[src/rtl/grpe_pkg.sv]
`timescale 1ns / 1ps
// ============================================================================
// grpe_pkg: shared types, constants and helpers of the glyph row expander
// Palettes, the line-drawing glyph table, register indexes and the record
// that travels from the front end to the back end.
// ============================================================================
package grpe_pkg;

    // Default sizes of the glyph store
    localparam int GLYPH_COUNT_DEF = 256;
    localparam int GLYPH_LINES_DEF = 16;
    localparam int MAX_GLYPH_WIDTH = 8;

    // Depth of the queue between front and back end
    localparam int QUEUE_DEPTH = 4;

    // Widths of the partial offset terms
    localparam int ROW_LINE_W = 17;   // cell_row * glyph_height + glyph_line
    localparam int COL_W_W    = 15;   // cell_col * width
    localparam int PROD_B_W   = 18;   // cell_col * width * bytes_per_pixel

    // Item kinds
    localparam logic ACT_LOAD = 1'b0;
    localparam logic ACT_DRAW = 1'b1;

    // Register indexes
    localparam logic [2:0] CFG_SUPPRESS = 3'd0;
    localparam logic [2:0] CFG_PITCH    = 3'd1;
    localparam logic [2:0] CFG_BPP      = 3'd2;
    localparam logic [2:0] CFG_WIDTH    = 3'd3;
    localparam logic [2:0] CFG_HEIGHT   = 3'd4;

    // Register reset values
    localparam logic [15:0] PITCH_RST  = 16'd4096;
    localparam logic [2:0]  BPP_RST    = 3'd4;
    localparam logic [3:0]  WIDTH_RST  = 4'd8;
    localparam logic [4:0]  HEIGHT_RST = 5'd16;

    typedef logic [23:0] t_rgb;

    localparam logic [3:0] PAL_DEFAULT = 4'd8;

    localparam t_rgb FG_PALETTE [9] = '{
        24'h1e1e1e, 24'hff453a, 24'h32d74b, 24'hffd60a,
        24'h0a84ff, 24'hbf5af2, 24'h5ac8fa, 24'hdedede, 24'hffffff
    };
    localparam t_rgb BG_PALETTE [9] = '{
        24'h1e1e1e, 24'hff453a, 24'h32d74b, 24'hffd60a,
        24'h0a84ff, 24'hbf5af2, 24'h5ac8fa, 24'hffffff, 24'h1e1e1e
    };

    // Line-drawing glyphs: bit g set when glyph g has a stroke above / below
    // the middle line
    localparam logic [10:0] BOX_UPPER    = 11'b101_1101_1001;
    localparam logic [10:0] BOX_LOWER    = 11'b110_1101_0110;
    localparam logic [7:0]  BOX_STROKE   = 8'h08;
    localparam logic [3:0]  BOX_MID_LINE = 4'd7;
    localparam logic [7:0]  BOX_MIDDLE [11] = '{
        8'hf0, 8'hf0, 8'h07, 8'h07, 8'hff, 8'hff,
        8'h0f, 8'hf8, 8'hff, 8'hff, 8'h08
    };

    typedef struct packed {
        logic       hit;
        logic [7:0] bits;
    } t_box_line;

    typedef struct packed {
        logic       suppressed;
        logic [3:0] width;
        logic [4:0] height;
    } t_front_cfg;

    typedef struct packed {
        logic [15:0] pitch;
        logic [2:0]  bpp;
    } t_back_cfg;

    // One draw item, classified and ready for the back end
    typedef struct packed {
        logic [7:0]            bits;
        t_rgb                  fg;
        t_rgb                  bg;
        logic [3:0]            width;
        logic [ROW_LINE_W-1:0] row_line;
        logic [COL_W_W-1:0]    col_w;
    } t_draw;

    function automatic t_rgb pick_fg(input logic [3:0] idx);
        return FG_PALETTE[(idx > PAL_DEFAULT) ? PAL_DEFAULT : idx];
    endfunction

    function automatic t_rgb pick_bg(input logic [3:0] idx);
        return BG_PALETTE[(idx > PAL_DEFAULT) ? PAL_DEFAULT : idx];
    endfunction

    function automatic t_box_line box_line(input logic [7:0] code,
                                           input logic [3:0] line);
        t_box_line  res;
        logic [7:0] g8;
        logic [3:0] g;
        res.hit = 1'b1;
        g8      = 8'h00;
        if (code inside {[8'h6a:8'h6e]}) begin
            g8 = code - 8'h6a;
        end else if (code == 8'h71) begin
            g8 = 8'd5;
        end else if (code inside {[8'h74:8'h78]}) begin
            g8 = code - 8'h74 + 8'd6;
        end else begin
            res.hit = 1'b0;
        end
        g = g8[3:0];
        if (line < BOX_MID_LINE) begin
            res.bits = BOX_UPPER[g] ? BOX_STROKE : 8'h00;
        end else if (line == BOX_MID_LINE) begin
            res.bits = BOX_MIDDLE[g];
        end else begin
            res.bits = BOX_LOWER[g] ? BOX_STROKE : 8'h00;
        end
        return res;
    endfunction

endpackage

[src/rtl/grpe_queue.sv]
`timescale 1ns / 1ps
// ============================================================================
// grpe_queue: short queue of draw items
// Decouples the front end from the back end so each side stalls on its own.
// ============================================================================
module grpe_queue
    import grpe_pkg::*;
(
    input  logic  i_clk,
    input  logic  i_rst_n,
    input  logic  i_push,
    input  t_draw i_draw,
    output logic  o_full,
    input  logic  i_pop,
    output logic  o_valid,
    output t_draw o_draw
);

    localparam int PTR_W = $clog2(QUEUE_DEPTH);

    logic [PTR_W-1:0] r_wptr;
    logic [PTR_W-1:0] r_rptr;
    logic [PTR_W:0]   r_count;
    t_draw            r_entry [QUEUE_DEPTH];

    assign o_full  = (r_count == (PTR_W+1)'(QUEUE_DEPTH));
    assign o_valid = (r_count != '0);
    assign o_draw  = r_entry[r_rptr];

    always_ff @(posedge i_clk) begin
        if (i_push) begin
            r_entry[r_wptr] <= i_draw;
        end
    end

    always_ff @(posedge i_clk) begin
        if (!i_rst_n) begin
            r_wptr  <= '0;
            r_rptr  <= '0;
            r_count <= '0;
        end else begin
            if (i_push) begin
                r_wptr <= r_wptr + 1'b1;
            end
            if (i_pop) begin
                r_rptr <= r_rptr + 1'b1;
            end
            if (i_push && !i_pop) begin
                r_count <= r_count + 1'b1;
            end else if (i_pop && !i_push) begin
                r_count <= r_count - 1'b1;
            end
        end
    end

`ifndef ASSERT_OFF
    a_no_push_full: assert property (@(posedge i_clk) disable iff (!i_rst_n)
        o_full |-> !i_push)
        else $error("push into full queue");
    a_no_pop_empty: assert property (@(posedge i_clk) disable iff (!i_rst_n)
        i_pop |-> o_valid)
        else $error("pop from empty queue");
`endif

endmodule

[config.mk]
export PLATFORM = sky130hd
export DESIGN_NAME = grpe_queue
export DESIGN_NICKNAME = d
export VERILOG_FILES = /design/src/rtl/grpe_pkg.sv /design/src/rtl/grpe_queue.sv
export SDC_FILE = /design/constraint.sdc
export NUM_CORES = 1
export LEC_CHECK = 0
export BUFFER_PORTS_ARGS = -buffer_cell sky130_fd_sc_hd__clkbuf_2
export CAP_MARGIN = 40
export CORE_UTILIZATION = 57
export CTS_CLUSTER_SIZE = 25
export DETAILED_ROUTE_END_ITERATION = 6
export GPL_TIMING_DRIVEN = 0
export HOLD_SLACK_MARGIN = 0.05
export PLACE_DENSITY = 0.84
export SYNTH_ARGS = -nofsm -noshare
export SYNTH_HDL_FRONTEND = slang
export SYNTH_SLANG_ARGS = --single-unit
[constraint.sdc]
create_clock -name i_clk -period 4.1 [get_ports i_clk]
set_input_delay 1.23 -clock i_clk [delete_from_list [all_inputs] [get_ports i_clk]]
set_output_delay 1.23 -clock i_clk [all_outputs]
set_load 0.03 [all_outputs]
==> flow_metrics.tcl, run 1 <==
set metrics [dict create \
    run_status "finished clean" \
    p_sw_mw 2.029 \
    routed-via-count 6213 \
    area_enclosed_by_the_die_boundary_sq_um 24700 \
    synth-seq-cells 377 \
    placed_area_sq_um 15190 \
    antenna_cells_inserted 0 \
    max-slew-margin-rel_pct 48.01 \
    finalCoreUtilization_pct 69.39 \
    avgSynthCellArea_sq_um 26.24 \
    layout_worst_path_cycle_share_pct 89.78 \
    n_fill_cell 1445 \
    clock_root_buffer_master "clkbuf_16" \
    postLayoutCellArea_sq_um 16340 \
    yosysSeqAreaShare_pct 81.84 \
    setup_viol 0 \
    drt_drc_violations_left 0 \
    initial_antenna_violation_count 0 \
    seq_power_share_pct 51.4 \
    area_added_between_synthesis_and_finish_pct 19.05 \
    final-instance-count-excl-fill 1102 \
    hp-start "r_count[2]" \
    timing.fmax_mhz 271.7 \
    share_clk_of_total_power_pct 36.5 \
    drv_slew 0 \
    max-cap-violations 0 \
    critPathLaunchType "register" \
    die_y_microns 157.2 \
    ys_types 19 \
    yosys_warnings 0 \
    finClkSkew_ns 0.01492 \
    multiInputGateArea_sq_um 2333 \
    detail_route.vias_per_cell 5.638 \
    numCtsBuffers 37 \
    critPathArrivalTime_ns 2.45 \
    ctsResizeCount 0 \
    drt_wl_total_mm 24.56 \
    post-route-min-period_ns 3.681 \
    fin_hold_ws_ns 0.5368 \
    maximum_number_of_pins_on_one_net_before_global_route_repair 53 \
    port_buffers 189 \
    synth_largest_type_area_fraction_pct 80.53 \
    global_route_wire_length_before_repair_mm 37.07 \
    path_max_fanout 10 \
    fin_ws_ns 0.4191 \
    postCtsSetupRepairBufs 0 \
    final_antenna_net_count 0 \
    synthesis.area_sq_um 13720 \
    timing_worst_slew_pin_value_ns 0.7799 \
    fp.coreArea_sq_um 23540 \
    drive_above_1_share_pct 45.47 \
    synthDominantAreaCellType "edfxtp_1" \
    synthesis.nets 625 \
    combinationalPowerShare_pct 12.1 \
    preCtsSetupSlack_ns 0.8974 \
    drtIter0Drc 464 \
    power.static_leakage_nw 5.595 \
    setup.worst_path.class "reg -> out" \
    worst_ep_required_time_ns 2.87 \
    drt-wirelength-per-cell_microns 22.29 \
    detailedPlacementHpwl_mm 15.08 \
    number_of_rows_created_at_floorplan 56 \
    gr-usage-all-layers_pct 20.54 \
    die_span_in_x_microns 157.2 \
    peakVddDrop_uv 402.5 \
    power_density_nw_per_um2 532.6 \
    numClockSinks 377 \
    clk_latency_ns 0.52 \
    ctsLongestPathBuffers 3 \
    register_area_sq_um 11230 \
    grt_pass1_vias 6565 \
    clock_tree.htree_level_count 2 \
    synth_cells 523 \
    sw_frac_of_total_pct 23.32 \
    rsz_0062_raised_after_global_routing "false" \
    worstReg2RegStart "r_wptr[0]" \
    synthTopCellsByArea "edfxtp_1 81%, mux4_2 15%, dfxtp_1 1.3%, buf_6 0.74%, ha_1 0.46%" \
    cts_tree "done" \
    floorplan.initialDensity_pct 58.29 \
    design.portCount 190 \
    clk_pin_slew_ns 0.06 \
    final_hold_viol_count 0 \
    detail_route.first_pass.iterations 6 \
    place.detailed.instances 1035 \
    place.gp.congestion 0.7280 \
    p_int_mw 6.672 \
    cts_hold_buf 0 \
    globalRoute.totalOverflow 0 \
    crit_end_element "primary output" \
    finalNetCount 857 \
    hold_class "reg -> reg" \
]
synth_stat cells (all sizes together):
cell type / number
dfxtp: 9
mux4: 92
nor3b: 1
nand2: 1
mux2i: 2
o21ai: 1
xnor2: 2
nor2b: 2
buf: 18
xor2: 3
or3: 2
clkbuf: 2
and2: 9
inv: 4
ha: 5
a21boi: 1
edfxtp: 368
fa: 1
final timing paths:
kind	end	slack (ns)	depth (start not counted)
hold reg to reg	r_count[2]	0.54	2
setup reg to reg	r_entry[2][46]	2.16	4
setup / recovery	o_draw[25]	0.42	4
hold / removal	r_count[2]	0.54	2
per-layer routing:
layer  track usage, %  part of all wire [%]  routed length, microns
met3            5.149                   7.3                    1786
met4            5.039                   1.5                     374
met2            34.47                    52                   12800
met5                0                     0                       0
met1            27.29                    39                    9595
power groups by stage:
stage | clock network, mW | logic (mW) | registers, mW
after floorplan | 0 | 0.721 | 4.55
after global placement | 0 | 1.01 | 4.56
after detailed placement | 0 | 1.06 | 4.55
after CTS | 3.23 | 1.07 | 4.48
after global routing | 3.37 | 1.12 | 4.49
final | 3.17 | 1.05 | 4.47
worst max-delay path, cell delays in order (launching register included):
cell and delay, ns:
dfxtp_1 0.33, clkbuf_1 0.60, buf_2 0.43, mux4_2 0.36
clkbuf_2 0.22
cell type report:
cell class,count,area share (%)
sequential,377,68.74
buffer,20,0.9420
clock inverter,13,0.5285
tap,319,2.443
timing repair buffer,193,6.464
clock buffer,54,6.502
inverter,4,0.09190
multi-input combinational,122,14.28
cells by family (layout without fill, tap and decap cells):
family          after synthesis  after routing  synth area share [%]
compound gates                2              2               0.09116
buf+inv                      24            284                 1.231
simple gates                 15             15                0.6746
xor+xnor                      5              5                0.3192
mux                          94             94                 15.24
flops                       377            377                 81.84
fa+ha+maj                     6              6                0.6018
state kept, by name (all words and copies together), names as in the netlist, named ones only:
register and count:
r_count 3, r_entry 368, r_rptr 2, r_wptr 2
placed cells by master, fill, tap and decap left out, types with 5 or more instances in the layout:
cell,n
and2_1,5
buf_2,9
buf_6,9
clkbuf_1,14
clkbuf_16,39
clkbuf_2,189
clkinv_1,6
clkinv_2,5
dfxtp_1,9
edfxtp_1,368
ha_1,5
mux4_2,92
per-stage QoR:
stage	setup TNS [ns]	power, mW
2_1_floorplan	0	5.272
6_report	0	8.701
3_5_place_dp	0	5.618
4_1_cts	0	8.781
5_1_grt	0	8.977
3_3_place_gp	-461.72	5.577
Power figures use the tool's default switching activity.
==> run 2, diff against run 1 <==
--- a/config.mk
+++ b/config.mk
@@ -7,6 +7,7 @@
 export LEC_CHECK = 0
 export BUFFER_PORTS_ARGS = -buffer_cell sky130_fd_sc_hd__clkbuf_2
 export CAP_MARGIN = 40
+export CORE_MARGIN = 10
 export CORE_UTILIZATION = 57
 export CTS_CLUSTER_SIZE = 25
 export DETAILED_ROUTE_END_ITERATION = 6
@@ -16,3 +17,4 @@
 export SYNTH_ARGS = -nofsm -noshare
 export SYNTH_HDL_FRONTEND = slang
 export SYNTH_SLANG_ARGS = --single-unit
+export TNS_END_PERCENT = 10
==> run 2 against run 1 <==
Final cell count down 0.27%. Utilization down 0.35 points. Fmax up 0.29%. Via count up 0.98%. Setup slack better by 0.010 ns. Routed wire length up 6.7%. Critical endpoint is now o_draw[50]. Critical path depth unchanged. Critical path type unchanged. Largest cell class unchanged.
==> flow_metrics.tcl, run 2 (synthesized netlist as in run 1, its figures left out) <==
set metrics [dict create \
    detail_route.first_pass.iterations 5 \
    setup_viol 0 \
    power.static_leakage_nw 5.570 \
    die_y_microns 175.2 \
    clk_latency_ns 0.49 \
    setup.reg_to_reg.worst_slack_ns 2.15 \
    fin_ws_ns 0.4296 \
    finalNetCount 856 \
    post-route-min-period_ns 3.670 \
    layout_commonest_cell "edfxtp_1" \
    routed-via-count 6274 \
    clock_tree.htree_level_count 2 \
    clk_pin_slew_ns 0.06 \
    p_total_mw 8.642 \
    path_max_fanout 10 \
    cts_hold_buf 0 \
    peakVddDrop_uv 439.6 \
    die_span_in_x_microns 175.2 \
    worst_ep_required_time_ns 2.87 \
    hold_class "reg -> reg" \
    max-slew-margin-rel_pct 48.64 \
    maximum_number_of_pins_on_one_net_before_global_route_repair 52 \
    critPathLaunchType "register" \
    initial_antenna_violation_count 1 \
    gr-usage-all-layers_pct 17.06 \
    area_added_between_synthesis_and_finish_pct 18.79 \
    number_of_rows_created_at_floorplan 56 \
    finalCoreUtilization_pct 69.04 \
    power_density_nw_per_um2 530.1 \
    placed_area_sq_um 15190 \
    drt-wirelength-per-cell_microns 23.84 \
    layout_worst_path_cycle_share_pct 89.52 \
    place.gp.congestion 0.7592 \
    design.portCount 190 \
    run_status "finished clean" \
    numClockSinks 377 \
    finClkSkew_ns 0.01310 \
    crit_end_element "primary output" \
    clock_root_buffer_master "clkbuf_16" \
    detailedPlacementHpwl_mm 17.26 \
    globalRoute.totalOverflow 0 \
    drt_wl_total_mm 26.20 \
    postLayoutCellArea_sq_um 16300 \
    global_route_wire_length_before_repair_mm 40.64 \
    critPathArrivalTime_ns 2.44 \
    timing.fmax_mhz 272.5 \
    drtIter0Drc 430 \
    detail_route.vias_per_cell 5.709 \
    max-cap-violations 0 \
    layout_common_cells "368 x edfxtp_1, 189 x clkbuf_2, 92 x mux4_2, 37 x clkbuf_16" \
    drv_slew 0 \
    drive_above_1_share_pct 45.19 \
    grt_pass1_vias 6870 \
    cts_tree "done" \
    preCtsSetupSlack_ns 0.9270 \
    fin_hold_ws_ns 0.5767 \
    drt_drc_violations_left 0 \
    rsz_0062_raised_after_global_routing "false" \
    postCtsSetupRepairBufs 0 \
    numCtsBuffers 36 \
    setup.worst_path.class "reg -> out" \
    port_buffers 189 \
    largest_reg_flops 368 \
    floorplan.initialDensity_pct 58.12 \
    area_enclosed_by_the_die_boundary_sq_um 30680 \
    largestRegisters "r_entry x368, r_count x3" \
    final_antenna_net_count 0 \
    registers.top_by_ff_count "r_entry" \
    ctsLongestPathBuffers 3 \
    timing_worst_slew_pin_value_ns 0.7704 \
    final_hold_viol_count 0 \
    fp.coreArea_sq_um 23610 \
    ctsResizeCount 0 \
]
[run 2: cell type report]
cell class,instances,area [sq um]
diodes,1,2.502
plain buffers,20,153.9
clock buffers,45,955.9
clock inverters,18,155.1
fillers,1475,7311
inverters,4,15.01
multi-input cells,122,2333
flip-flops and latches,377,11230
well taps,319,399.1
repair buffers,193,1056
[run 2: worst max-delay path, stage by stage (launching register included)]
cell,delay [ns]
dfxtp_1,0.34
clkbuf_1,0.57
buf_2,0.42
mux4_2,0.39
clkbuf_2,0.21
[run 2: per-stage QoR]
step	setup TNS (ns)	instances
floorplan	0	523
global placement	-462.66	1031
detailed placement	0	1035
CTS	0	1098
global route	0	1098
finish	0	1099
[run 2: per-layer routing]
layer  track usage (%)  wire [microns]  up-vias
met2             28.56           13420      248
met1             21.74           10260     3274
met4             4.345             488        0
met3             4.764            2023       43
met5                 0               0        -
li1                  -               -     2709
[run 2: path summary, 6_finish.rpt]
kind / from / endpoint / depth (start not counted)
worst max-delay path: register / o_draw[50] / 4
worst min-delay path: r_count[2] / r_count[2] / 2
worst max register to register: r_wptr[1] / r_entry[1][58] / 4
worst min register to register: r_count[2] / r_count[2] / 2
[run 2: report_power, final]
| part | internal (mW) | leakage [nW] | switching, mW |
|---|---|---|---|
| combinational | 0.385 | 1.58 | 0.677 |
| clock | 1.83 | 0.539 | 1.27 |
| sequential | 4.43 | 3.45 | 0.0496 |
==> run 3, diff against run 2 <==
--- a/config.mk
+++ b/config.mk
@@ -8,12 +8,12 @@
 export BUFFER_PORTS_ARGS = -buffer_cell sky130_fd_sc_hd__clkbuf_2
 export CAP_MARGIN = 40
 export CORE_MARGIN = 10
-export CORE_UTILIZATION = 57
+export CORE_UTILIZATION = 30
 export CTS_CLUSTER_SIZE = 25
 export DETAILED_ROUTE_END_ITERATION = 6
 export GPL_TIMING_DRIVEN = 0
 export HOLD_SLACK_MARGIN = 0.05
-export PLACE_DENSITY = 0.84
+export PLACE_DENSITY = 0.52
 export SYNTH_ARGS = -nofsm -noshare
 export SYNTH_HDL_FRONTEND = slang
 export SYNTH_SLANG_ARGS = --single-unit
==> run 3 against run 2 <==
Global-route usage is 6.5 points lower. Register-to-register slack worse by 0.06 ns. Clock-buffer cell count is 7 higher. Utilization is 32 points lower. First-iteration DRC count is 28% lower. Die area is 78% higher. Fmax is 0.31% lower. Largest cell class unchanged.
==> flow_metrics.tcl, run 3 (synthesized netlist as in run 1, its figures left out) <==
set metrics [dict create \
    crit_end_element "primary output" \
    power.static_leakage_nw 5.658 \
    finalNetCount 862 \
    drt-wirelength-per-cell_microns 20.63 \
    gr-usage-all-layers_pct 10.53 \
    port_buffers 189 \
    peakVddDrop_uv 333.5 \
    drtIter0Drc 311 \
    drt_wl_total_mm 28.61 \
    layout_worst_path_cycle_share_pct 89.80 \
    cts_hold_buf 0 \
    fin_hold_ws_ns 0.5126 \
    area_enclosed_by_the_die_boundary_sq_um 54700 \
    detail_route.first_pass.iterations 4 \
    final_hold_viol_count 0 \
    worst_ep_required_time_ns 2.87 \
    rsz_0062_raised_after_global_routing "false" \
    p_total_mw 9.049 \
    run_status "finished clean" \
    drt_drc_violations_left 0 \
    critical_path.slowest_cell "mux4_2" \
    max-slew-margin-rel_pct 44.34 \
    globalRoute.totalOverflow 0 \
    ctsResizeCount 0 \
    critPathArrivalTime_ns 2.45 \
    detail_route.vias_per_cell 4.456 \
    cpPeakStageDelay_ns 0.41 \
    final_antenna_net_count 0 \
    hp-start "r_count[2]" \
    grt_pass1_vias 6954 \
    path_max_fanout 10 \
    clock_root_buffer_master "clkbuf_16" \
    numCtsBuffers 41 \
    finClkSkew_ns 0.01081 \
    clk_pin_slew_ns 0.06 \
    worstReg2RegStart "r_wptr[0]" \
    place.gp.congestion 0.6357 \
    largest_reg_flops 368 \
    post-route-min-period_ns 3.682 \
    clock_tree.htree_level_count 2 \
    design.portCount 190 \
    antenna_cells_inserted 0 \
    registers.top_by_ff_count "r_entry" \
    layout_common_cells "368 x edfxtp_1, 189 x clkbuf_2, 92 x mux4_2, 43 x clkbuf_16, 11 x clkbuf_1" \
    power_density_nw_per_um2 537.7 \
    hold_class "reg -> reg" \
    layout_commonest_cell "edfxtp_1" \
    routed-via-count 6180 \
    fp.coreArea_sq_um 45280 \
    crit_chain "clkbuf_1 -> buf_6 -> buf_2 -> mux4_2 -> clkbuf_2" \
    area_added_between_synthesis_and_finish_pct 22.65 \
    drv_slew 0 \
    critPathLaunchType "register" \
    postCtsSetupRepairBufs 0 \
    die_y_microns 233.9 \
    cts_tree "done" \
    maximum_number_of_pins_on_one_net_before_global_route_repair 50 \
    initial_antenna_violation_count 3 \
    global_route_wire_length_before_repair_mm 43.30 \
    timing_worst_slew_pin_value_ns 0.8349 \
    setup_viol 0 \
    largestRegisters "r_entry x368, r_count x3" \
    detailedPlacementHpwl_mm 17.75 \
    floorplan.initialDensity_pct 30.31 \
    number_of_rows_created_at_floorplan 78 \
    clk_latency_ns 0.54 \
    die_span_in_x_microns 233.9 \
    max-cap-violations 0 \
    timing.fmax_mhz 271.6 \
    numClockSinks 377 \
    ctsLongestPathBuffers 3 \
    drive_above_1_share_pct 46.12 \
    setup.worst_path.class "reg -> out" \
    finalCoreUtilization_pct 37.17 \
]
==> run 3: cell types whose count changed in the layout (fill, tap and decap cells not counted) <==
| cell | delta |
|---|---|
| clkinv_2 | +1 |
| clkinv_1 | -4 |
| buf_6 | +1 |
| inv_6 | +1 |
| clkinv_4 | +1 |
| clkbuf_1 | +1 |
| diode_2 | -1 |
| clkinvlp_4 | +1 |
| clkbuf_16 | +6 |
==> run 3: stage by stage <==
| stage | instances | setup TNS (ns) | area (sq um) | worst slack [ns] |
|---|---|---|---|---|
| floorplan | 523 | 0 | 13720 | 0.2788 |
| global placement | 1312 | -706.87 | 15420 | -1.966 |
| detailed placement | 1317 | 0 | 15550 | 0.8770 |
| CTS | 1387 | 0 | 16830 | 0.2747 |
| global route | 1387 | 0 | 16830 | 0.2166 |
| finish | 1387 | 0 | 16830 | 0.4183 |
==> run 3: critical path, delay by kind of cell (launching register included) <==
kind	cells	cell delay [ns]
mux	1	0.41
buf+inv	4	1.18
flops	1	0.32
==> run 3: power breakdown <==
group	internal [mW]	switching, mW	leakage (nW)
clock	2.09	1.41	0.621
combinational	0.386	0.692	1.58
sequential	4.43	0.0410	3.45
==> run 3: layout make-up <==
| type | count | area (sq um) |
|---|---|---|
| Timing Repair Buffer | 194 | 1067 |
| Clock inverter | 18 | 170.2 |
| Tap cell | 600 | 750.7 |
| Clock buffer | 52 | 1110 |
| Buffer | 20 | 153.9 |
| Sequential cell | 377 | 11230 |
| Fill cell | 4231 | 28450 |
| Inverter | 4 | 15.01 |
| Multi-Input combinational cell | 122 | 2333 |
==> run 3: final timing paths <==
kind	slack, ns	endpoint	cells after the start
worst max register to register	2.09	r_entry[2][71]	4
worst max-delay path	0.42	o_draw[24]	5
worst min register to register	0.51	r_count[2]	2
worst min-delay path	0.51	r_count[2]	2
==> run 3: layer usage <==
metal	share of wire, %	track usage, %
met1	42	12.84
met2	49	17.16
met3	7.0	3.940
met4	2.1	3.185
met5	0.14	0
