<file path="src/rtl/grpe_pkg.sv">
`timescale 1ns / 1ps
// ============================================================================
// grpe_pkg: shared types, constants and helpers of the glyph row expander
// Palettes, the line-drawing glyph table, register indexes and the record
// that travels from the front end to the back end.
// ============================================================================
package grpe_pkg;

    // Default sizes of the glyph store
    localparam int GLYPH_COUNT_DEF = 256;
    localparam int GLYPH_LINES_DEF = 16;
    localparam int MAX_GLYPH_WIDTH = 8;

    // Depth of the queue between front and back end
    localparam int QUEUE_DEPTH = 4;

    // Widths of the partial offset terms
    localparam int ROW_LINE_W = 17;   // cell_row * glyph_height + glyph_line
    localparam int COL_W_W    = 15;   // cell_col * width
    localparam int PROD_B_W   = 18;   // cell_col * width * bytes_per_pixel

    // Item kinds
    localparam logic ACT_LOAD = 1'b0;
    localparam logic ACT_DRAW = 1'b1;

    // Register indexes
    localparam logic [2:0] CFG_SUPPRESS = 3'd0;
    localparam logic [2:0] CFG_PITCH    = 3'd1;
    localparam logic [2:0] CFG_BPP      = 3'd2;
    localparam logic [2:0] CFG_WIDTH    = 3'd3;
    localparam logic [2:0] CFG_HEIGHT   = 3'd4;

    // Register reset values
    localparam logic [15:0] PITCH_RST  = 16'd4096;
    localparam logic [2:0]  BPP_RST    = 3'd4;
    localparam logic [3:0]  WIDTH_RST  = 4'd8;
    localparam logic [4:0]  HEIGHT_RST = 5'd16;

    typedef logic [23:0] t_rgb;

    localparam logic [3:0] PAL_DEFAULT = 4'd8;

    localparam t_rgb FG_PALETTE [9] = '{
        24'h1e1e1e, 24'hff453a, 24'h32d74b, 24'hffd60a,
        24'h0a84ff, 24'hbf5af2, 24'h5ac8fa, 24'hdedede, 24'hffffff
    };
    localparam t_rgb BG_PALETTE [9] = '{
        24'h1e1e1e, 24'hff453a, 24'h32d74b, 24'hffd60a,
        24'h0a84ff, 24'hbf5af2, 24'h5ac8fa, 24'hffffff, 24'h1e1e1e
    };

    // Line-drawing glyphs: bit g set when glyph g has a stroke above / below
    // the middle line
    localparam logic [10:0] BOX_UPPER    = 11'b101_1101_1001;
    localparam logic [10:0] BOX_LOWER    = 11'b110_1101_0110;
    localparam logic [7:0]  BOX_STROKE   = 8'h08;
    localparam logic [3:0]  BOX_MID_LINE = 4'd7;
    localparam logic [7:0]  BOX_MIDDLE [11] = '{
        8'hf0, 8'hf0, 8'h07, 8'h07, 8'hff, 8'hff,
        8'h0f, 8'hf8, 8'hff, 8'hff, 8'h08
    };

    typedef struct packed {
        logic       hit;
        logic [7:0] bits;
    } t_box_line;

    typedef struct packed {
        logic       suppressed;
        logic [3:0] width;
        logic [4:0] height;
    } t_front_cfg;

    typedef struct packed {
        logic [15:0] pitch;
        logic [2:0]  bpp;
    } t_back_cfg;

    // One draw item, classified and ready for the back end
    typedef struct packed {
        logic [7:0]            bits;
        t_rgb                  fg;
        t_rgb                  bg;
        logic [3:0]            width;
        logic [ROW_LINE_W-1:0] row_line;
        logic [COL_W_W-1:0]    col_w;
    } t_draw;

    function automatic t_rgb pick_fg(input logic [3:0] idx);
        return FG_PALETTE[(idx > PAL_DEFAULT) ? PAL_DEFAULT : idx];
    endfunction

    function automatic t_rgb pick_bg(input logic [3:0] idx);
        return BG_PALETTE[(idx > PAL_DEFAULT) ? PAL_DEFAULT : idx];
    endfunction

    function automatic t_box_line box_line(input logic [7:0] code,
                                           input logic [3:0] line);
        t_box_line  res;
        logic [7:0] g8;
        logic [3:0] g;
        res.hit = 1'b1;
        g8      = 8'h00;
        if (code inside {[8'h6a:8'h6e]}) begin
            g8 = code - 8'h6a;
        end else if (code == 8'h71) begin
            g8 = 8'd5;
        end else if (code inside {[8'h74:8'h78]}) begin
            g8 = code - 8'h74 + 8'd6;
        end else begin
            res.hit = 1'b0;
        end
        g = g8[3:0];
        if (line < BOX_MID_LINE) begin
            res.bits = BOX_UPPER[g] ? BOX_STROKE : 8'h00;
        end else if (line == BOX_MID_LINE) begin
            res.bits = BOX_MIDDLE[g];
        end else begin
            res.bits = BOX_LOWER[g] ? BOX_STROKE : 8'h00;
        end
        return res;
    endfunction

endpackage

</file>
<file path="src/rtl/grpe_back.sv">
`timescale 1ns / 1ps
// ============================================================================
// grpe_back: offset arithmetic and pixel expansion
// Two registered stages: the pitch and pixel-size products, then the final
// offset sum and palette expansion into the output register.
// ============================================================================
module grpe_back
    import grpe_pkg::*;
(
    input  logic                           i_clk,
    input  logic                           i_rst_n,
    input  t_back_cfg                      i_cfg,
    input  logic                           i_q_valid,
    output logic                           o_pop,
    input  t_draw                          i_draw,
    output logic                           o_out_valid,
    input  logic                           i_out_stall,
    output logic [31:0]                    o_byte_offset,
    output logic [3:0]                     o_pixel_count,
    output t_rgb [MAX_GLYPH_WIDTH-1:0]     o_pixel
);

    logic                          advance;
    logic [ROW_LINE_W+15:0]        prod_a;
    t_rgb [MAX_GLYPH_WIDTH-1:0]    pixel;

    logic                          r_b1_valid;
    logic [31:0]                   r_prod_a;
    logic [PROD_B_W-1:0]           r_prod_b;
    logic [7:0]                    r_bits;
    t_rgb                          r_fg;
    t_rgb                          r_bg;
    logic [3:0]                    r_width;

    logic                          r_out_valid;
    logic [31:0]                   r_offset;
    logic [3:0]                    r_count;
    t_rgb [MAX_GLYPH_WIDTH-1:0]    r_pixel;

    // Move the whole back pipe unless the output register is held
    assign advance = !(r_out_valid && i_out_stall);
    assign o_pop   = i_q_valid && advance;

    assign prod_a = (ROW_LINE_W+16)'(i_draw.row_line) * (ROW_LINE_W+16)'(i_cfg.pitch);

    always_comb begin
        for (int j = 0; j < MAX_GLYPH_WIDTH; j++) begin
            if (4'(j) < r_width) begin
                pixel[j] = r_bits[MAX_GLYPH_WIDTH-1-j] ? r_fg : r_bg;
            end else begin
                pixel[j] = '0;
            end
        end
    end

    always_ff @(posedge i_clk) begin
        if (!i_rst_n) begin
            r_b1_valid  <= 1'b0;
            r_out_valid <= 1'b0;
        end else if (advance) begin
            r_b1_valid  <= o_pop;
            r_out_valid <= r_b1_valid;
        end
    end

    always_ff @(posedge i_clk) begin
        if (advance) begin
            r_prod_a <= prod_a[31:0];
            r_prod_b <= PROD_B_W'(i_draw.col_w) * PROD_B_W'(i_cfg.bpp);
            r_bits   <= i_draw.bits;
            r_fg     <= i_draw.fg;
            r_bg     <= i_draw.bg;
            r_width  <= i_draw.width;
            r_offset <= r_prod_a + 32'(r_prod_b);
            r_count  <= r_width;
            r_pixel  <= pixel;
        end
    end

    assign o_out_valid   = r_out_valid;
    assign o_byte_offset = r_offset;
    assign o_pixel_count = r_count;
    assign o_pixel       = r_pixel;

`ifndef ASSERT_OFF
    a_count_range: assert property (@(posedge i_clk) disable iff (!i_rst_n)
        o_out_valid |-> (o_pixel_count != 4'd0 && o_pixel_count <= 4'(MAX_GLYPH_WIDTH)))
        else $error("pixel count out of range");
    a_unused_zero: assert property (@(posedge i_clk) disable iff (!i_rst_n)
        (o_out_valid && o_pixel_count != 4'(MAX_GLYPH_WIDTH))
            |-> (o_pixel[MAX_GLYPH_WIDTH-1] == '0))
        else $error("unused pixel not cleared");
`endif

endmodule

</file>
<file path="config.mk">
export PLATFORM = sky130hd
export DESIGN_NAME = grpe_back
export DESIGN_NICKNAME = d
export VERILOG_FILES = /design/src/rtl/grpe_pkg.sv /design/src/rtl/grpe_back.sv
export SDC_FILE = /design/constraint.sdc
export NUM_CORES = 1
export LEC_CHECK = 0
export BUFFER_PORTS_ARGS = -buffer_cell sky130_fd_sc_hd__buf_2
export CELL_PAD_IN_SITES_DETAIL_PLACEMENT = 0
export CELL_PAD_IN_SITES_GLOBAL_PLACEMENT = 1
export CORE_MARGIN = 10
export CORE_UTILIZATION = 51
export DETAILED_ROUTE_END_ITERATION = 10
export GPL_TIMING_DRIVEN = 0
export MAX_ROUTING_LAYER = met4
export PLACE_DENSITY = 0.88
export RECOVER_POWER = 50
export SYNTH_ARGS = -nofsm -noshare
export SYNTH_HDL_FRONTEND = slang
export SYNTH_SLANG_ARGS = --single-unit
</file>
<file path="constraint.sdc">
create_clock -name i_clk -period 22.7 [get_ports i_clk]
set_clock_uncertainty 0.2 [all_clocks]
set_input_delay 2.27 -clock i_clk [delete_from_list [all_inputs] [get_ports i_clk]]
set_output_delay 2.27 -clock i_clk [all_outputs]
set_load 0.005 [all_outputs]
</file>
==> results of run 1 <==
[report_power, final]
part           internal, uW  leakage [uW]  switching, uW
Combinational           896       0.00904           1360
Clock                   322      0.000560            248
Sequential              931       0.00366           53.1
Total                  2150        0.0133           1660
[flip-flops by register name, summed over array words and instances, names as in the netlist]
register,cells
r_b1_valid,1
r_bits,8
o_pixel,192
o_pixel_count,4
r_bg,24
r_width,4
r_fg,24
o_out_valid,1
r_prod_b,18
r_prod_a,32
o_byte_offset,32
[final timing paths]
path | end | slack (ps) | depth (start not counted)
worst min register to register | o_out_valid | 300 | 2
worst max register to register | o_pixel[34] | 17340 | 3
worst min-delay path | o_out_valid | 300 | 2
worst max-delay path | r_prod_a[30] | 14490 | 18
[tightest hold or removal path, stage by stage (launching register included)]
cell     delay, ps
dfxtp_1        330
a21oi_1         50
nor2b_1         90
[placed cells by master, fill, tap and decap left out, types with 49 or more instances in the layout]
master    instances
nor2_1          198
buf_2           327
xnor2_1          49
ha_1            136
and2_1          130
clkbuf_1        120
mux2i_1         193
fa_1            222
edfxtp_1        338
inv_1           273
a21oi_1          61
nand2_1         226
[routing by layer]
layer,up-vias,global-route usage,wire length [um]
met5,-,-,0
met4,0,0.0656,1690
met3,99,0.0403,5270
met2,695,0.411,34000
met1,8614,0.291,27300
li1,8001,-,-
[through the flow]
stage,std cells,hold slack (ps),worst slack [ps],utilization
after global routing,3228,340,14180,0.591
after detailed placement,3159,285,13950,0.570
after global placement,3154,262,7220,0.567
after CTS,3226,298,14500,0.594
final,3228,302,14490,0.591
after floorplan,2196,224,10140,-
[kinds of logic (layout without fill, tap and decap cells)]
logic type | count (synthesis) | in the layout | share of synthesized area
adder cells (fa/ha/maj) | 358 | 358 | 0.250
buffers and inverters | 409 | 824 | 0.0625
flip-flops | 340 | 340 | 0.414
AO/OA/AOI/OAI | 181 | 181 | 0.0487
other | 0 | 2 | 0
XOR/XNOR | 72 | 72 | 0.0256
multiplexers | 193 | 193 | 0.0786
AND/OR/NAND/NOR | 643 | 643 | 0.120
[final cells by class]
cell class | instances | area, sq um
fill | 4007 | 19500
clock buffer | 46 | 981
antenna | 2 | 5.00
clock inverter | 21 | 158
inverter | 273 | 1020
buffer | 136 | 512
sequential | 340 | 10200
tap | 615 | 769
timing repair buffer | 348 | 1760
multi-input combinational | 1447 | 12800
==> impl_metrics.xml, run 1 <==
<?xml version="1.0" encoding="UTF-8"?>
<metrics>
  <group name="run_status">
    <metric name="status" unit="">finished with violations</metric>
    <metric name="failing_checks" unit="">max-capacitance violations, max-slew violations</metric>
  </group>
  <group name="worst_setup_path">
    <metric name="setup.worst_path.start" unit="">i_draw[25]</metric>
    <metric name="regToRegStartpoint" unit="">o_out_valid</metric>
    <metric name="crit_path_cell_trace" unit="">buf_2 -&gt; clkbuf_1 -&gt; nand2_1 -&gt; fa_1 -&gt; fa_1 -&gt; fa_1 -&gt; fa_1 -&gt; inv_1 -&gt; fa_1 -&gt; fa_1 -&gt; ha_1 -&gt; a21oi_1 -&gt; o21ai_0 -&gt; a21oi_1 -&gt; o21ai_0 -&gt; a32oi_1 -&gt; o21ai_1 -&gt; xor2_1</metric>
    <metric name="critical_path.max_stage_delay" unit="ps">600</metric>
    <metric name="timing.critical_path.required" unit="ps">22760</metric>
    <metric name="path_buf_inv" unit="">3</metric>
    <metric name="cp_top_family" unit="">adder cells</metric>
    <metric name="worst_setup_path_end_kind" unit="">register</metric>
    <metric name="timing.critical_path.mode_cell" unit="">fa_1</metric>
    <metric name="cp.arrival" unit="ps">8270</metric>
    <metric name="worst_setup_path_start_kind" unit="">input pin</metric>
    <metric name="timing.critical_path.slowest_stage_cell" unit="">fa_1</metric>
    <metric name="critical_path_class" unit="">in2reg</metric>
    <metric name="critical_path_peak_fanout" unit="">10</metric>
  </group>
  <group name="synth">
    <metric name="syn_area" unit="sq mm">0.0246</metric>
    <metric name="share_of_synthesized_area_occupied_by_flip_flops_and_latches" unit="">0.414</metric>
    <metric name="synth.area.top_cells" unit="">edfxtp_1 41%, fa_1 18%, mux2i_1 7.9%</metric>
    <metric name="synth-edff-count" unit="">338</metric>
    <metric name="synth_cell_type_count" unit="">56</metric>
    <metric name="post_synthesis_cell_type_with_the_largest_combined_area" unit="">edfxtp_1</metric>
    <metric name="synth_top_flop_cell" unit="">edfxtp_1</metric>
    <metric name="synth_commonest_cells" unit="">338 x edfxtp_1, 273 x inv_1, 226 x nand2_1</metric>
    <metric name="async_reset_ff_frac" unit="">0</metric>
    <metric name="post-synth-top-count-cell" unit="">edfxtp_1</metric>
    <metric name="avgSynthCellArea" unit="sq um">11.2</metric>
    <metric name="number_of_register_bits_inferred_by_synthesis" unit="">340</metric>
    <metric name="synthesis.yosys.warnings" unit="">0</metric>
    <metric name="synth_fp_nets" unit="">2669</metric>
    <metric name="post_synthesis_cells" unit="">2196</metric>
    <metric name="synthDominantCellAreaShare" unit="">0.413</metric>
  </group>
  <group name="clock_network">
    <metric name="cts.sink_count" unit="">340</metric>
    <metric name="tritoncts" unit="">done</metric>
    <metric name="root_buffer_master" unit="">clkbuf_16</metric>
    <metric name="cts_resized" unit="">0</metric>
    <metric name="cts-htree-levels" unit="">2</metric>
    <metric name="worst_skew_pair_later_pin_latency" unit="ps">540</metric>
    <metric name="post_cts_hold_buffers" unit="">0</metric>
    <metric name="cts.clk_slew.worst_paths" unit="ps">60</metric>
    <metric name="cts-buffers-inserted" unit="">37</metric>
    <metric name="clk_path_buf_depth" unit="">3</metric>
    <metric name="cts.repair_timing.setup_buffer_count" unit="">0</metric>
  </group>
  <group name="global_routing">
    <metric name="grt_start_max_net_pins" unit="">72</metric>
    <metric name="first_global_vias" unit="">17900</metric>
    <metric name="grt_first_pass_wirelength" unit="mm">104</metric>
    <metric name="grt_antenna_before_repair" unit="">2</metric>
    <metric name="grtUsageTotal" unit="">0.241</metric>
    <metric name="total_overflow_reported_by_the_global_router" unit="">0</metric>
  </group>
  <group name="routing">
    <metric name="drt-wirelength-per-cell" unit="um">21.2</metric>
    <metric name="vias_per_cell" unit="">5.39</metric>
    <metric name="drt_first_iter_violations" unit="">1395</metric>
    <metric name="dr.pass1.iters" unit="">5</metric>
    <metric name="finalWirelength" unit="mm">68.3</metric>
    <metric name="drtAntennaViolNets" unit="">0</metric>
    <metric name="routed-via-count" unit="">17400</metric>
    <metric name="route.detailed.drc" unit="">0</metric>
  </group>
  <group name="placed_design">
    <metric name="post_dp_cell_area" unit="sq mm">0.0272</metric>
    <metric name="gp_routability_congestion" unit="">0.919</metric>
    <metric name="dp.final_hpwl" unit="mm">54.2</metric>
    <metric name="port-buffer-count" unit="">343</metric>
  </group>
  <group name="sta">
    <metric name="report.final.hold_viol_count" unit="">0</metric>
    <metric name="rsz0062_at_grt" unit="">false</metric>
    <metric name="finalWorstPathRequiredPeriod" unit="ps">8210</metric>
    <metric name="final.setup.tns" unit="ps">0</metric>
    <metric name="worstMarginPinSlew" unit="ps">4020</metric>
    <metric name="maxClockFrequency" unit="MHz">122</metric>
    <metric name="crit_share_post_route" unit="">0.362</metric>
    <metric name="finalMaxSlewViolations" unit="">232</metric>
    <metric name="setup_viol_count_final" unit="">0</metric>
    <metric name="slew_headroom" unit="">-1.68</metric>
  </group>
  <group name="finish">
    <metric name="nNetsFinal" unit="">3056</metric>
    <metric name="layout-drive-gt1-share" unit="">0.151</metric>
    <metric name="final_design_area_no_fill" unit="sq mm">0.0282</metric>
    <metric name="area_overhead_of_the_layout_relative_to_synthesis" unit="%">14.7</metric>
  </group>
  <group name="run">
    <metric name="maxCapViolCount" unit="">5</metric>
  </group>
  <group name="floorplanning">
    <metric name="dieArea" unit="sq mm">0.0574</metric>
    <metric name="coreArea" unit="sq mm">0.0477</metric>
    <metric name="die_width" unit="um">240</metric>
    <metric name="num_rows" unit="">80</metric>
    <metric name="die_h" unit="um">240</metric>
    <metric name="io_pins" unit="">345</metric>
    <metric name="initial_core_utilization" unit="">0.515</metric>
  </group>
  <group name="power_and_ir_drop">
    <metric name="power.ir.vdd_worst" unit="mV">0.103</metric>
    <metric name="leakage" unit="uW">0.0133</metric>
    <metric name="power.total" unit="uW">3810</metric>
    <metric name="power.density" unit="mW/mm^2">135</metric>
  </group>
  <group name="worst_hold_path">
    <metric name="hold_class" unit="">reg2reg</metric>
    <metric name="hold_startpoint" unit="">r_b1_valid</metric>
  </group>
</metrics>
(Power assumes the default switching activity.)
==> run 2: changes to the inputs <==
--- a/config.mk
+++ b/config.mk
@@ -9,11 +9,11 @@
 export CELL_PAD_IN_SITES_DETAIL_PLACEMENT = 0
 export CELL_PAD_IN_SITES_GLOBAL_PLACEMENT = 1
 export CORE_MARGIN = 10
-export CORE_UTILIZATION = 51
+export CORE_UTILIZATION = 47
 export DETAILED_ROUTE_END_ITERATION = 10
 export GPL_TIMING_DRIVEN = 0
 export MAX_ROUTING_LAYER = met4
-export PLACE_DENSITY = 0.88
+export PLACE_DENSITY = 0.82
 export RECOVER_POWER = 50
 export SYNTH_ARGS = -nofsm -noshare
 export SYNTH_HDL_FRONTEND = slang
==> constraint.sdc (replaced) <==
create_clock -name i_clk -period 8.4 [get_ports i_clk]
set_clock_uncertainty 0.2 [all_clocks]
set_input_delay 0.84 -clock i_clk [delete_from_list [all_inputs] [get_ports i_clk]]
set_output_delay 0.84 -clock i_clk [all_outputs]
set_load 0.005 [all_outputs]
==> run 2 against run 1 <==
Net effect: the flow still finishes with violations (max-capacitance violations, max-slew violations); critical endpoint is now o_pixel[59]; via count up 0.30%; combinational power rose to 2.7 times the previous value; total power rose to 2.7 times the previous value; cell count up 1.9%; critical path type unchanged; count of clock-buffer cells in the layout down 4; flip-flop and latch count unchanged.
==> impl_metrics.xml, run 2 (synthesis gave the netlist of run 1 again) <==
<?xml version="1.0" encoding="UTF-8"?>
<metrics>
  <group name="run_status">
    <metric name="status" unit="">finished with violations</metric>
    <metric name="failing_checks" unit="">max-capacitance violations, max-slew violations</metric>
  </group>
  <group name="routing">
    <metric name="met1_length" unit="mm">29.2</metric>
    <metric name="finalWirelength" unit="mm">69.6</metric>
    <metric name="drt_first_iter_violations" unit="">1185</metric>
    <metric name="vias_per_cell" unit="">5.31</metric>
    <metric name="dr_wl_met3" unit="mm">4.92</metric>
    <metric name="drt-wirelength-per-cell" unit="um">21.2</metric>
    <metric name="dr.pass1.iters" unit="">5</metric>
    <metric name="route.met2.wl" unit="mm">33.7</metric>
    <metric name="route.detailed.drc" unit="">0</metric>
    <metric name="routed-via-count" unit="">17500</metric>
    <metric name="drtAntennaViolNets" unit="">0</metric>
    <metric name="highest_layer" unit="">met4</metric>
  </group>
  <group name="worst_setup_path">
    <metric name="critical_path_class" unit="">in2reg</metric>
    <metric name="critical_path_peak_fanout" unit="">121</metric>
    <metric name="timing.critical_path.required" unit="ps">8380</metric>
    <metric name="worst_setup_path_end_kind" unit="">register</metric>
    <metric name="worst_setup_path_start_kind" unit="">input pin</metric>
    <metric name="cp.arrival" unit="ps">6980</metric>
    <metric name="r2r_slack" unit="ps">1450</metric>
  </group>
  <group name="global_routing">
    <metric name="total_overflow_reported_by_the_global_router" unit="">0</metric>
    <metric name="grt_first_pass_wirelength" unit="mm">106</metric>
    <metric name="first_global_vias" unit="">18000</metric>
    <metric name="grt_start_max_net_pins" unit="">122</metric>
    <metric name="grtUsageTotal" unit="">0.224</metric>
    <metric name="grt_antenna_before_repair" unit="">1</metric>
  </group>
  <group name="clock_network">
    <metric name="clk_path_buf_depth" unit="">3</metric>
    <metric name="root_buffer_master" unit="">clkbuf_16</metric>
    <metric name="post_cts_hold_buffers" unit="">0</metric>
    <metric name="cts.repair_timing.setup_buffer_count" unit="">0</metric>
    <metric name="cts-htree-levels" unit="">2</metric>
    <metric name="cts.clk_slew.worst_paths" unit="ps">60</metric>
    <metric name="cts_resized" unit="">0</metric>
    <metric name="cts.sink_count" unit="">340</metric>
    <metric name="cts-buffers-inserted" unit="">37</metric>
    <metric name="tritoncts" unit="">done</metric>
    <metric name="worst_skew_pair_later_pin_latency" unit="ps">560</metric>
  </group>
  <group name="finish">
    <metric name="layout-drive-gt1-share" unit="">0.0686</metric>
    <metric name="most_common_cell_after_layout_fill_and_taps_aside" unit="">edfxtp_1</metric>
    <metric name="final_design_area_no_fill" unit="sq mm">0.0282</metric>
    <metric name="layout_common_cells" unit="">338 x edfxtp_1, 333 x clkbuf_1, 273 x inv_1</metric>
    <metric name="nNetsFinal" unit="">3054</metric>
    <metric name="largest_register_ff_count" unit="">192</metric>
    <metric name="area_overhead_of_the_layout_relative_to_synthesis" unit="%">14.5</metric>
    <metric name="nFillCells" unit="">4692</metric>
    <metric name="final_core_util" unit="">0.547</metric>
  </group>
  <group name="sta">
    <metric name="maxClockFrequency" unit="MHz">143</metric>
    <metric name="final.setup.tns" unit="ps">0</metric>
    <metric name="finalWorstPathRequiredPeriod" unit="ps">7000</metric>
    <metric name="crit_share_post_route" unit="">0.833</metric>
    <metric name="slew_headroom" unit="">-3.27</metric>
    <metric name="worstMarginPinSlew" unit="ps">6400</metric>
    <metric name="rsz0062_at_grt" unit="">false</metric>
    <metric name="report.final.hold_viol_count" unit="">0</metric>
    <metric name="finalMaxSlewViolations" unit="">122</metric>
    <metric name="setup_viol_count_final" unit="">0</metric>
  </group>
  <group name="floorplanning">
    <metric name="io_pins" unit="">345</metric>
    <metric name="num_rows" unit="">83</metric>
    <metric name="dieArea" unit="sq mm">0.0619</metric>
    <metric name="die_width" unit="um">249</metric>
    <metric name="die_h" unit="um">249</metric>
    <metric name="initial_core_utilization" unit="">0.477</metric>
    <metric name="coreArea" unit="sq mm">0.0515</metric>
  </group>
  <group name="placed_design">
    <metric name="dp.final_hpwl" unit="mm">54.9</metric>
    <metric name="port-buffer-count" unit="">343</metric>
    <metric name="post_dp_cell_area" unit="sq mm">0.0273</metric>
    <metric name="gp_routability_congestion" unit="">0.963</metric>
  </group>
  <group name="power_and_ir_drop">
    <metric name="power.ir.vdd_worst" unit="mV">0.356</metric>
    <metric name="power.density" unit="mW/mm^2">369</metric>
    <metric name="leakage" unit="uW">0.0126</metric>
  </group>
  <group name="run">
    <metric name="maxCapViolCount" unit="">1</metric>
  </group>
  <group name="worst_hold_path">
    <metric name="hold_class" unit="">in2reg</metric>
  </group>
</metrics>
-- run 2: cell types whose count changed in the layout (fill, tap and decap cells not counted), moves of 3 or more --
cell       change
clkinv_1       +3
buf_2        -220
clkbuf_1     +213
clkinv_2       -3
bufinv_16      +5
-- run 2: power breakdown --
| part | switching, uW | total (uW) | internal (uW) |
|---|---|---|---|
| combinational | 3670 | 6060 | 2390 |
| clock | 674 | 1670 | 996 |
| sequential | 148 | 2670 | 2520 |
| total | 4490 | 10400 | 5900 |
-- run 2: final cells by class --
type	instances	area [sq um]	area share
multi-input cells	1447	12900	0.457
clock inverters	25	292	0.0104
inverters	273	1020	0.0364
well taps	680	851	0.0302
flip-flops and latches	340	10200	0.362
plain buffers	136	512	0.0182
diodes	1	2.50	0.0000889
clock buffers	42	945	0.0335
repair buffers	346	1480	0.0525
-- run 2: worst paths after layout --
path | start | to | depth (start not counted)
hold / removal | i_draw[84] | r_bits[0] | 1
setup / recovery | i_out_stall | o_pixel[59] | 5
hold reg to reg | r_width[3] | o_pixel_count[3] | 0
setup reg to reg | o_out_valid | o_pixel[59] | 4
-- run 2: layer usage --
metal  global-route usage  vias up
li1                     -     8006
met1                0.280     8636
met2                0.370      710
met3               0.0388      110
met4               0.0617        0
met5                    -        -
-- run 2: metrics by stage --
stage	setup slack, ps	instances	total power [uW]	hold WS [ps]
6_report	1400	3290	10400	250
5_1_grt	783	3290	11400	231
4_1_cts	1600	3289	10500	222
3_5_place_dp	1040	3222	8760	236
3_3_place_gp	275	3219	8720	254
2_1_floorplan	2040	2196	7170	224
-- run 2: critical path, cell delays in order --
cell and delay, ps:
clkbuf_1 100, nand2_1 600, clkbuf_1 4520, buf_16 300, buf_16 400
==> run 3: changes to the inputs <==
--- a/config.mk
+++ b/config.mk
@@ -9,11 +9,11 @@
 export CELL_PAD_IN_SITES_DETAIL_PLACEMENT = 0
 export CELL_PAD_IN_SITES_GLOBAL_PLACEMENT = 1
 export CORE_MARGIN = 10
-export CORE_UTILIZATION = 47
+export CORE_UTILIZATION = 42
 export DETAILED_ROUTE_END_ITERATION = 10
 export GPL_TIMING_DRIVEN = 0
 export MAX_ROUTING_LAYER = met4
-export PLACE_DENSITY = 0.82
+export PLACE_DENSITY = 0.77
 export RECOVER_POWER = 50
 export SYNTH_ARGS = -nofsm -noshare
 export SYNTH_HDL_FRONTEND = slang
==> constraint.sdc (replaced) <==
create_clock -name i_clk -period 5.8 [get_ports i_clk]
set_clock_uncertainty 0.2 [all_clocks]
set_input_delay 0.58 -clock i_clk [delete_from_list [all_inputs] [get_ports i_clk]]
set_output_delay 0.58 -clock i_clk [all_outputs]
set_load 0.005 [all_outputs]
==> run 3 against run 2 <==
Net effect: the run still ends with max-capacitance violations, max-slew violations left; sequential power grew 44%; via count fell by 0.44%; first-iteration DRC count decreased by 15%; hold slack worse by 230 ps; total power grew 54%; non-clock buffer count grew 33; combinational power is 63% higher; wire length fell by 0.61%; cell count rose by 3.5%; setup slack lost 1300 ps; critical path depth increased by 15; count of clock-buffer cells in the layout rose by 2; largest cell class unchanged.
==> impl_metrics.xml, run 3 (synthesis gave the netlist of run 1 again) <==
<?xml version="1.0" encoding="UTF-8"?>
<metrics>
  <group name="global_routing">
    <metric name="grt_first_pass_wirelength" unit="mm">105</metric>
    <metric name="total_overflow_reported_by_the_global_router" unit="">0</metric>
    <metric name="first_global_vias" unit="">18100</metric>
    <metric name="grt_antenna_before_repair" unit="">1</metric>
    <metric name="global_route.peak_usage_layer" unit="">met2</metric>
    <metric name="grtUsageTotal" unit="">0.203</metric>
    <metric name="met1_usage" unit="">0.250</metric>
    <metric name="grt_util_met3" unit="">0.0323</metric>
    <metric name="grt_start_max_net_pins" unit="">112</metric>
    <metric name="grt.met2_usage" unit="">0.339</metric>
  </group>
  <group name="finish">
    <metric name="nNetsFinal" unit="">3087</metric>
    <metric name="area_overhead_of_the_layout_relative_to_synthesis" unit="%">18.1</metric>
    <metric name="most_common_cell_after_layout_fill_and_taps_aside" unit="">edfxtp_1</metric>
    <metric name="final_core_util" unit="">0.502</metric>
    <metric name="largest_register_ff_count" unit="">192</metric>
    <metric name="layout-drive-gt1-share" unit="">0.0974</metric>
    <metric name="layout_common_cells" unit="">338 x edfxtp_1, 280 x clkbuf_1, 273 x inv_1</metric>
  </group>
  <group name="floorplanning">
    <metric name="initial_core_utilization" unit="">0.425</metric>
    <metric name="die_width" unit="um">262</metric>
    <metric name="io_pins" unit="">345</metric>
    <metric name="coreArea" unit="sq mm">0.0578</metric>
    <metric name="dieArea" unit="sq mm">0.0686</metric>
    <metric name="die_h" unit="um">262</metric>
    <metric name="num_rows" unit="">88</metric>
  </group>
  <group name="worst_setup_path">
    <metric name="critical_path_class" unit="">in2reg</metric>
    <metric name="critical_path_peak_fanout" unit="">10</metric>
    <metric name="timing.critical_path.required" unit="ps">5870</metric>
    <metric name="reg2reg_depth" unit="">3</metric>
    <metric name="critical_path.max_stage_delay" unit="ps">610</metric>
    <metric name="cp.arrival" unit="ps">5740</metric>
    <metric name="worst_setup_path_end_kind" unit="">register</metric>
    <metric name="worst_setup_path_start_kind" unit="">input pin</metric>
    <metric name="timing.critical_path.mode_cell" unit="">fa_1</metric>
    <metric name="timing.critical_path.slowest_stage_cell" unit="">fa_1</metric>
    <metric name="crit_path_cell_trace" unit="">buf_4 -&gt; buf_12 -&gt; nand2_1 -&gt; fa_1 -&gt; inv_1 -&gt; fa_1 -&gt; fa_1 -&gt; fa_2 -&gt; fa_1 -&gt; inv_1 -&gt; fa_1 -&gt; inv_1 -&gt; ha_1 -&gt; clkbuf_4 -&gt; a21oi_4 -&gt; o21ai_2 -&gt; a211o_1 -&gt; a32oi_2 -&gt; o21ai_1 -&gt; xor2_1</metric>
  </group>
  <group name="routing">
    <metric name="finalWirelength" unit="mm">69.2</metric>
    <metric name="vias_per_cell" unit="">5.11</metric>
    <metric name="drt-wirelength-per-cell" unit="um">20.3</metric>
    <metric name="route.detailed.drc" unit="">0</metric>
    <metric name="dr.pass1.iters" unit="">5</metric>
    <metric name="drt_first_iter_violations" unit="">1013</metric>
    <metric name="drtAntennaViolNets" unit="">0</metric>
    <metric name="routed-via-count" unit="">17400</metric>
  </group>
  <group name="clock_network">
    <metric name="cts-buffers-inserted" unit="">37</metric>
    <metric name="worst_skew_pair_later_pin_latency" unit="ps">540</metric>
    <metric name="root_buffer_master" unit="">clkbuf_16</metric>
    <metric name="cts.sink_count" unit="">340</metric>
    <metric name="clk_path_buf_depth" unit="">3</metric>
    <metric name="tritoncts" unit="">done</metric>
    <metric name="cts-htree-levels" unit="">2</metric>
    <metric name="cts.clk_slew.worst_paths" unit="ps">60</metric>
  </group>
  <group name="placed_design">
    <metric name="pre_cts_ws" unit="ps">-1220</metric>
    <metric name="port-buffer-count" unit="">343</metric>
    <metric name="dp.final_hpwl" unit="mm">54.8</metric>
    <metric name="gp_routability_congestion" unit="">0.918</metric>
  </group>
  <group name="run_status">
    <metric name="status" unit="">finished with violations</metric>
    <metric name="failing_checks" unit="">max-capacitance violations, max-slew violations</metric>
  </group>
  <group name="sta">
    <metric name="setup_viol_count_final" unit="">0</metric>
    <metric name="timing.final.ws_setup" unit="ps">132</metric>
    <metric name="hold-worst-slack" unit="ps">22.7</metric>
    <metric name="worstMarginPinSlew" unit="ps">2710</metric>
    <metric name="maxClockFrequency" unit="MHz">176</metric>
    <metric name="finalMaxSlewViolations" unit="">144</metric>
    <metric name="slew_headroom" unit="">-0.809</metric>
    <metric name="crit_share_post_route" unit="">0.977</metric>
    <metric name="report.final.hold_viol_count" unit="">0</metric>
    <metric name="finalWorstPathRequiredPeriod" unit="ps">5670</metric>
    <metric name="final.setup.tns" unit="ps">0</metric>
  </group>
  <group name="power_and_ir_drop">
    <metric name="leakage" unit="uW">0.0130</metric>
    <metric name="power.density" unit="mW/mm^2">550</metric>
    <metric name="power.ir.vdd_worst" unit="mV">0.560</metric>
  </group>
  <group name="worst_hold_path">
    <metric name="hold_class" unit="">in2reg</metric>
    <metric name="hold-path-cell-count" unit="">1</metric>
  </group>
  <group name="run">
    <metric name="maxCapViolCount" unit="">2</metric>
  </group>
</metrics>
==> run 3: cell count changes in the layout (fill, tap and decap cells not counted), moves of 7 or more <==
cell           previous run  this run
a21oi_1                  61        50
buf_8                     0        12
buf_4                     0        15
buf_2                   107       100
clkbuf_4                  0        16
clkbuf_1                333       280
a21oi_2                   2        10
dlygate4sd3_1             0        37
==> run 3: layout make-up <==
type / count / area [sq um]
buffer: 127 / 741
clock buffer: 44 / 972
inverter: 273 / 1020
timing repair buffer: 388 / 1950
clock inverter: 20 / 153
antenna: 1 / 2.50
tap: 765 / 957
sequential: 340 / 10200
multi-input combinational: 1447 / 13000
fill: 5447 / 28800
==> run 3: through the flow <==
stage          cells  area (sq um)  power [uW]
2_1_floorplan   2196         24700       10600
3_3_place_gp    3304         27300       12900
4_1_cts         3403         29100       15400
5_1_grt         3405         29000       17500
3_5_place_dp    3307         27400       12900
6_report        3405         29000       16000
==> run 3: critical path, delay by kind of cell <==
| kind | cells | cell delay (ps) |
|---|---|---|
| adder cells (fa/ha/maj) | 7 | 3320 |
| AO/OA/AOI/OAI | 5 | 920 |
| XOR/XNOR | 1 | 140 |
| AND/OR/NAND/NOR | 1 | 80 |
| buffers and inverters | 6 | 690 |
==> run 3: path summary, 6_finish.rpt <==
check / startpoint / slack, ps / endpoint
setup / recovery: i_draw[22] / 130 / r_prod_a[30]
hold / removal: i_draw[85] / 20 / r_bits[1]
setup reg to reg: o_out_valid / 620 / r_prod_a[30]
hold reg to reg: r_width[3] / 270 / o_pixel_count[3]
==> run 3: power by group <==
group | internal (uW) | leakage (uW) | switching [uW]
Clock | 1280 | 0.000560 | 950
Sequential | 3640 | 0.00366 | 205
Combinational | 4060 | 0.00877 | 5840
==> run 3: metal layers <==
layer,vias up,wire (um)
met5,-,0
met4,0,2300
met3,126,4980
met2,643,33200
met1,8567,28700
li1,8050,-
==> run 3: repair_timing <==
action	in CTS	in global routing
gates resized for setup	56	95
hold buffers	37	0
pin swaps	2	11
setup endpoints to repair	17	12
setup buffers	0	5
gates cloned	0	0
endpoints found under the hold margin	37	0
